<file path="src/hdl/fhd_pkg.sv">
// Shared types and the fixed code tree for the fixed Huffman byte decoder.
`default_nettype none

package fhd_pkg;

   localparam int unsigned SymWidth   = 8;
   localparam int unsigned NodeWidth  = 4;
   localparam int unsigned MaxSymbols = 4;
   localparam int unsigned ByteBits   = 8;

   typedef logic [NodeWidth-1:0] node_type;
   typedef logic [SymWidth-1:0] sym_type;
   typedef logic [MaxSymbols-1:0][SymWidth-1:0] sym_arr_type;

   // One step of the tree: a leaf carries a symbol, otherwise value holds the next node.
   typedef struct packed {
      logic    leaf;
      sym_type value;
   } child_type;

   // Result of walking one whole byte through the tree.
   typedef struct packed {
      sym_arr_type syms;
      logic [1:0]  last_idx;
      logic        any;
      node_type    node;
   } walk_type;

   function automatic child_type fhd_leaf(input sym_type sym);
      child_type c;
      c.leaf  = 1'b1;
      c.value = sym;
      return c;
   endfunction

   function automatic child_type fhd_inner(input node_type n);
      child_type c;
      c.leaf  = 1'b0;
      c.value = {{(SymWidth-NodeWidth){1'b0}}, n};
      return c;
   endfunction

   // Child of an internal node for the bit just read.
   function automatic child_type fhd_child(input node_type node, input logic b);
      child_type c;
      unique case (node)
         4'd0:  c = b ? fhd_inner(4'd2)    : fhd_inner(4'd1);
         4'd1:  c = b ? fhd_inner(4'd3)    : fhd_leaf(8'd3);
         4'd2:  c = b ? fhd_inner(4'd5)    : fhd_inner(4'd4);
         4'd3:  c = b ? fhd_leaf(8'd1)     : fhd_leaf(8'd2);
         4'd4:  c = b ? fhd_leaf(8'd4)     : fhd_inner(4'd6);
         4'd5:  c = b ? fhd_leaf(8'd5)     : fhd_inner(4'd7);
         4'd6:  c = b ? fhd_leaf(8'd6)     : fhd_inner(4'd8);
         4'd7:  c = b ? fhd_leaf(8'd0)     : fhd_inner(4'd9);
         4'd8:  c = b ? fhd_inner(4'd10)   : fhd_inner(4'd11);
         4'd9:  c = b ? fhd_leaf(8'd7)     : fhd_inner(4'd12);
         4'd10: c = b ? fhd_leaf(8'd8)     : fhd_leaf(8'd11);
         4'd11: c = b ? fhd_leaf(8'hff)    : fhd_inner(4'd13);
         4'd12: c = b ? fhd_leaf(8'd19)    : fhd_leaf(8'd20);
         4'd13: c = b ? fhd_inner(4'd14)   : fhd_inner(4'd15);
         4'd14: c = b ? fhd_leaf(8'd13)    : fhd_leaf(8'd18);
         4'd15: c = b ? fhd_leaf(8'd9)     : fhd_leaf(8'd10);
      endcase
      return c;
   endfunction

endpackage

`default_nettype wire

</file>
<file path="src/hdl/fhd_walk.sv">
// Walks the eight bits of one code byte through the code tree.
`default_nettype none

module fhd_walk
   import fhd_pkg::*;
(
   input  wire logic [ByteBits-1:0] code_byte,
   input  wire logic                restart,
   input  wire node_type            node_start,
   output walk_type                 walk
);

   node_type    node;
   logic [2:0]  cnt;
   sym_arr_type syms;
   child_type   nxt;

   always_comb begin
      node = restart ? '0 : node_start;
      cnt  = '0;
      syms = '0;
      nxt  = '0;
      for (int i = 0; i < ByteBits; i++) begin
         nxt = fhd_child(node, code_byte[i]);
         if (nxt.leaf) begin
            // The shortest code is two bits, so a byte never completes more than four.
            if (cnt < 3'(MaxSymbols)) begin
               syms[cnt[1:0]] = nxt.value;
               cnt            = cnt + 3'd1;
            end
            node = '0;
         end else begin
            node = nxt.value[NodeWidth-1:0];
         end
      end
      walk.syms     = syms;
      walk.any      = (cnt != 3'd0);
      walk.last_idx = 2'(cnt - 3'd1);
      walk.node     = node;
   end

endmodule

`default_nettype wire

</file>
<file path="src/hdl/fhd_drain.sv">
// Result buffer that holds the symbols of one byte and hands them out one word a cycle while rsp_tready is high.
`default_nettype none

module fhd_drain
   import fhd_pkg::*;
(
   input  wire logic    clock,
   input  wire logic    reset,
   input  wire logic    load_valid,
   input  wire walk_type walk,
   output logic         buf_free,
   output logic         rsp_tvalid,
   input  wire logic    rsp_tready,
   output logic [7:0]   rsp_tdata,   // [7:0] symbol
   output logic         rsp_tlast    // last_of_byte
);

   logic        valid_ff, valid_in;
   sym_arr_type syms_ff, syms_in;
   logic [1:0]  last_ff, last_in;
   logic [1:0]  idx_ff, idx_in;
   logic        fire, at_last;

   assign fire     = valid_ff && rsp_tready;
   assign at_last  = (idx_ff == last_ff);
   assign buf_free = !valid_ff || (fire && at_last);

   always_comb begin
      valid_in = valid_ff;
      syms_in  = syms_ff;
      last_in  = last_ff;
      idx_in   = idx_ff;
      if (load_valid && buf_free) begin
         valid_in = 1'b1;
         syms_in  = walk.syms;
         last_in  = walk.last_idx;
         idx_in   = '0;
      end else if (fire && at_last) begin
         valid_in = 1'b0;
      end else if (fire) begin
         idx_in = idx_ff + 2'd1;
      end
   end

   always_ff @(posedge clock) begin
      if (reset) begin
         valid_ff <= 1'b0;
         idx_ff   <= '0;
      end else begin
         valid_ff <= valid_in;
         idx_ff   <= idx_in;
      end
      syms_ff <= syms_in;
      last_ff <= last_in;
   end

   assign rsp_tvalid = valid_ff;
   assign rsp_tdata  = syms_ff[idx_ff];
   assign rsp_tlast  = at_last;

endmodule

`default_nettype wire

</file>
<file path="src/hdl/fixed_huffman_byte_decoder_top.sv">
// Top level of the fixed Huffman byte decoder: input register, tree walk and result buffer.
`default_nettype none

// Decodes a stream of packed code bytes, bit 0 of each byte first, against a fixed
// seventeen-code prefix tree and emits one symbol word per completed code, with tlast on
// the last symbol completed within a byte. A byte that completes no code gives no word;
// its partial position carries into the next byte unless that byte has tuser (restart)
// set. A byte is registered, walked combinationally through all eight bits and its symbols
// loaded into the result buffer when that is free; the first symbol is offered from the
// buffer, so it passes the input register and then the buffer register before it leaves.
// The result channel moves one symbol a cycle while rsp_tready is high, so a byte that
// completes k codes (one to four) gives k words; bytes with no completed code give none.
// A new byte is taken while the previous byte's symbols are still being read out.

module fixed_huffman_byte_decoder_top
   import fhd_pkg::*;
(
   input  wire logic       clock,
   input  wire logic       reset,
   input  wire logic       req_tvalid,
   output logic            req_tready,
   input  wire logic [7:0] req_tdata,   // [7:0] code_byte
   input  wire logic       req_tuser,   // restart
   output logic            rsp_tvalid,
   input  wire logic       rsp_tready,
   output logic [7:0]      rsp_tdata,   // [7:0] symbol
   output logic            rsp_tlast    // last_of_byte
);

   logic                in_valid_ff, in_valid_in;
   logic [ByteBits-1:0] in_byte_ff, in_byte_in;
   logic                in_restart_ff, in_restart_in;
   node_type            node_ff, node_in;
   walk_type            walk;
   logic                buf_free;
   logic                consume;
   logic                req_fire;

   fhd_walk u_walk (
      .code_byte  (in_byte_ff),
      .restart    (in_restart_ff),
      .node_start (node_ff),
      .walk       (walk)
   );

   fhd_drain u_drain (
      .clock      (clock),
      .reset      (reset),
      .load_valid (in_valid_ff && walk.any),
      .walk       (walk),
      .buf_free   (buf_free),
      .rsp_tvalid (rsp_tvalid),
      .rsp_tready (rsp_tready),
      .rsp_tdata  (rsp_tdata),
      .rsp_tlast  (rsp_tlast)
   );

   // A byte with no completed code needs no room in the result buffer.
   assign consume    = in_valid_ff && (!walk.any || buf_free);
   assign req_tready = !in_valid_ff || consume;
   assign req_fire   = req_tvalid && req_tready;

   always_comb begin
      in_valid_in   = in_valid_ff;
      in_byte_in    = in_byte_ff;
      in_restart_in = in_restart_ff;
      node_in       = node_ff;
      if (consume) begin
         in_valid_in = 1'b0;
         node_in     = walk.node;
      end
      if (req_fire) begin
         in_valid_in   = 1'b1;
         in_byte_in    = req_tdata;
         in_restart_in = req_tuser;
      end
   end

   always_ff @(posedge clock) begin
      if (reset) begin
         in_valid_ff <= 1'b0;
         node_ff     <= '0;
      end else begin
         in_valid_ff <= in_valid_in;
         node_ff     <= node_in;
      end
      in_byte_ff    <= in_byte_in;
      in_restart_ff <= in_restart_in;
   end

endmodule

`default_nettype wire
</file>
<file path="config.mk">
export PLATFORM = sky130hd
export DESIGN_NAME = fixed_huffman_byte_decoder_top
export DESIGN_NICKNAME = d
export VERILOG_FILES = /design/src/hdl/fhd_pkg.sv /design/src/hdl/fhd_walk.sv /design/src/hdl/fhd_drain.sv /design/src/hdl/fixed_huffman_byte_decoder_top.sv
export SDC_FILE = /design/constraint.sdc
export NUM_CORES = 1
export LEC_CHECK = 0
export ABC_AREA = 1
export BUFFER_PORTS_ARGS = -buffer_cell sky130_fd_sc_hd__clkbuf_2
export CORE_AREA = 2 2 167 169
export CTS_CLUSTER_DIAMETER = 100
export DETAILED_ROUTE_END_ITERATION = 16
export DIE_AREA = 0 0 169 171
export PLACE_DENSITY_LB_ADDON = 0.25
export SLEW_MARGIN = 5
export SYNTH_ARGS = -nofsm -noshare
export SYNTH_HDL_FRONTEND = slang
export SYNTH_HIERARCHICAL = 1
export SYNTH_SLANG_ARGS = --single-unit
</file>
<file path="constraint.sdc">
create_clock -name clock -period 16.65 [get_ports clock]
set_clock_uncertainty 0.2 [all_clocks]
set_input_delay 3.33 -clock clock [delete_from_list [all_inputs] [get_ports clock]]
set_output_delay 3.33 -clock clock [all_outputs]
set_load 0.02 [all_outputs]
</file>
==> results_dict.tcl <==
set metrics [dict create \
    run_status "finished clean" \
    cts_resized 0 \
    firstDrtPassIters 5 \
    io_pins 24 \
    route.detailed.drc 0 \
    cts_made_buffers 5 \
    cts_tree "built" \
    netlist_area_mm2 0.00776 \
    totalWireLength_um 25700 \
    start_kind "flop" \
    clk_latency_ns 0.32 \
    maxSlewHeadroom_pct 32.6 \
    layout_common_cells "nand2_1, nor2_1, inv_1" \
    synth_top_area_cell "edfxtp_1" \
    synthMuxAreaShare_pct 0.387 \
    vias_per_cell 5.12 \
    holdPathStages 2 \
    drtAntennaViolNets 0 \
    path_clk_slew_ns 0.09 \
    met2_usage_pct 28.7 \
    nNetsFinal 1293 \
    ys_seq_area_share_pct 18.7 \
    portBuffers 23 \
    synth-seq-cells 51 \
    synthesis.nets 1297 \
    drive_gt1_share_pct 16.2 \
    critPathMaxStageDelay_ns 0.59 \
    antenna_found_initial 0 \
    die_w_um 169 \
    yosysWarnings 6 \
    layout_commonest_cell "nand2_1" \
    yosys.area_share.simple_pct 48.3 \
    arrival_ns 8.84 \
    postCtsSetupBuffers 0 \
    required_ns 13.12 \
    tns_ns 0 \
    worst-path-max-fanout 19 \
    dp.cells 1596 \
    finalSetupViolCount 0 \
    syn_avg_cell_area_um2 6.15 \
    postLayoutCellArea_mm2 0.00825 \
    grt_pass1_vias 7661 \
    clock_path_buffers 2 \
    fmax_mhz 80.8 \
    initial_core_util_pct 28.4 \
    min_period_ns 12.37 \
    synth_top_family_by_area "simple AND/OR/NAND/NOR gates" \
    cts_root_buffer "clkbuf_16" \
    grtUsageMet1_pct 25.1 \
    vias 8212 \
    grt_use_met3_pct 2.34 \
    rsz0062_at_grt "no" \
    fin_crit_sh_pct 74.3 \
    worstSetupEndpointType "output pin" \
    area_growth_pct 6.37 \
    synthesis.instances 1261 \
    critPathKind "reg2out" \
    busiest_layer "met2" \
    multi_input_area_mm2 0.00535 \
    post-route-util_pct 30.2 \
    synthTopCellsByArea "edfxtp_1, nand2_1, nor2_1" \
    crit_slowest_cell "edfxtp_1" \
    place.gp.congestion 0.882 \
    num_rows 61 \
    synth-xor-area-share_pct 0.565 \
    stdcell_count 1604 \
    hold_class "reg2reg" \
    worstMarginPinSlew_ns 0.998 \
    grt_overflow 0 \
    grt_max_degree 35 \
    gr-usage-all-layers_pct 17.8 \
    dpl.hpwl_um 20300 \
    drv_cap 0 \
    wl_per_cell_um 16.0 \
    dr.first_iter.drc_count 836 \
    final-hold-violation-count 0 \
    die_y_um 171 \
    hold_buffers 0 \
    crit_top_cell "nand2_1" \
    place_area_mm2 0.00811 \
    synth.distinct_cells 58 \
    antenna_cells 0 \
    slew_violations 0 \
    fillCellCount 3064 \
    die_area_mm2 0.0289 \
    cts_max_level 2 \
    synth_compound_area_share_pct 16.0 \
    cts.sinks 51 \
    synth_top_area_share_pct 16.6 \
    regArea_mm2 0.00145 \
    grt_pass1_wl_um 41300 \
    coreArea_mm2 0.0273 \
    rr_worst_depth 49 \
    synthAdderAreaFrac_pct 3.71 \
]
-- through the flow --
stage                     hold slack (ns)  worst slack, ns
after floorplan                     0.382             6.93
after global placement              0.348             4.87
after detailed placement            0.349             4.76
after CTS                           0.364             4.38
after global routing                0.405             3.48
final                               0.367             4.28
-- critical path, delay by kind of cell (launching register included) --
kind | cells | cell delay (ns)
adder cells (fa/ha/maj) | 2 | 0.49
buffers and inverters | 9 | 1.33
flip-flops | 1 | 0.59
AND/OR/NAND/NOR | 34 | 5.14
AO/OA/AOI/OAI | 1 | 0.48
XOR/XNOR | 2 | 0.45
-- cells in the mapped netlist (all sizes together) --
library cell and count:
a211oi 3, a21oi 34, a221o 1, a221oi 1, a22oi 2, a311oi 1
a31oi 9, a32oi 1, a41oi 1, and2 1, buf 21, clkbuf 16
clkinv 8, dfxtp 8, edfxtp 43, ha 23, inv 185, mux2i 3
nand2 320, nand3 136, nand3b 6, nand4 30, nor2 229, nor3 15
nor4 3, o2111ai 2, o211ai 14, o21a 6, o21ai 110, o21bai 1
o221ai 5, o22ai 15, o311ai 2, or2 1, xor2 5
-- per-layer routing --
metal / wire [µm] / vias up
met3: 1400 / 31
met1: 12200 / 3765
li1: - / 4135
met5: 0 / -
met2: 11600 / 281
met4: 498 / 0
-- layout make-up --
cell class	instances	share of cell area, %
Multi-Input combinational cell	980	64.9
Sequential cell	51	17.6
Inverter	193	8.84
Tap cell	346	5.25
Timing Repair Buffer	26	1.67
Clock buffer	5	1.52
Clock inverter	3	0.243
-- flip-flops by register name, indices dropped and copies added, names as in the netlist --
| signal | flops |
|---|---|
| in_byte_ff | 8 |
| in_restart_ff | 1 |
| in_valid_ff | 1 |
| node_ff | 4 |
| u_drain/idx_ff | 2 |
| u_drain/last_ff | 2 |
| u_drain/rsp_tvalid | 1 |
| u_drain/syms_ff | 32 |
-- cell families (layout without fill, tap and decap cells) --
group           after synthesis  count (layout)
flops                        51              51
mux                           3               3
buf+inv                     230             227
fa+ha+maj                    23              23
xor+xnor                      5               5
compound gates              208             208
simple gates                741             741
-- final timing paths --
check | start | end | slack [ns]
max | in_byte_ff[0] | req_tready | 4.28
min | u_drain/rsp_tvalid | u_drain/rsp_tvalid | 0.37
max reg2reg | in_byte_ff[0] | u_drain/syms_ff[11] | 7.25
min reg2reg | u_drain/rsp_tvalid | u_drain/rsp_tvalid | 0.37
Power is left out: the tool's default activity adds up to more than one toggle a clock period on the data nets, which glitch-free logic cannot reach.
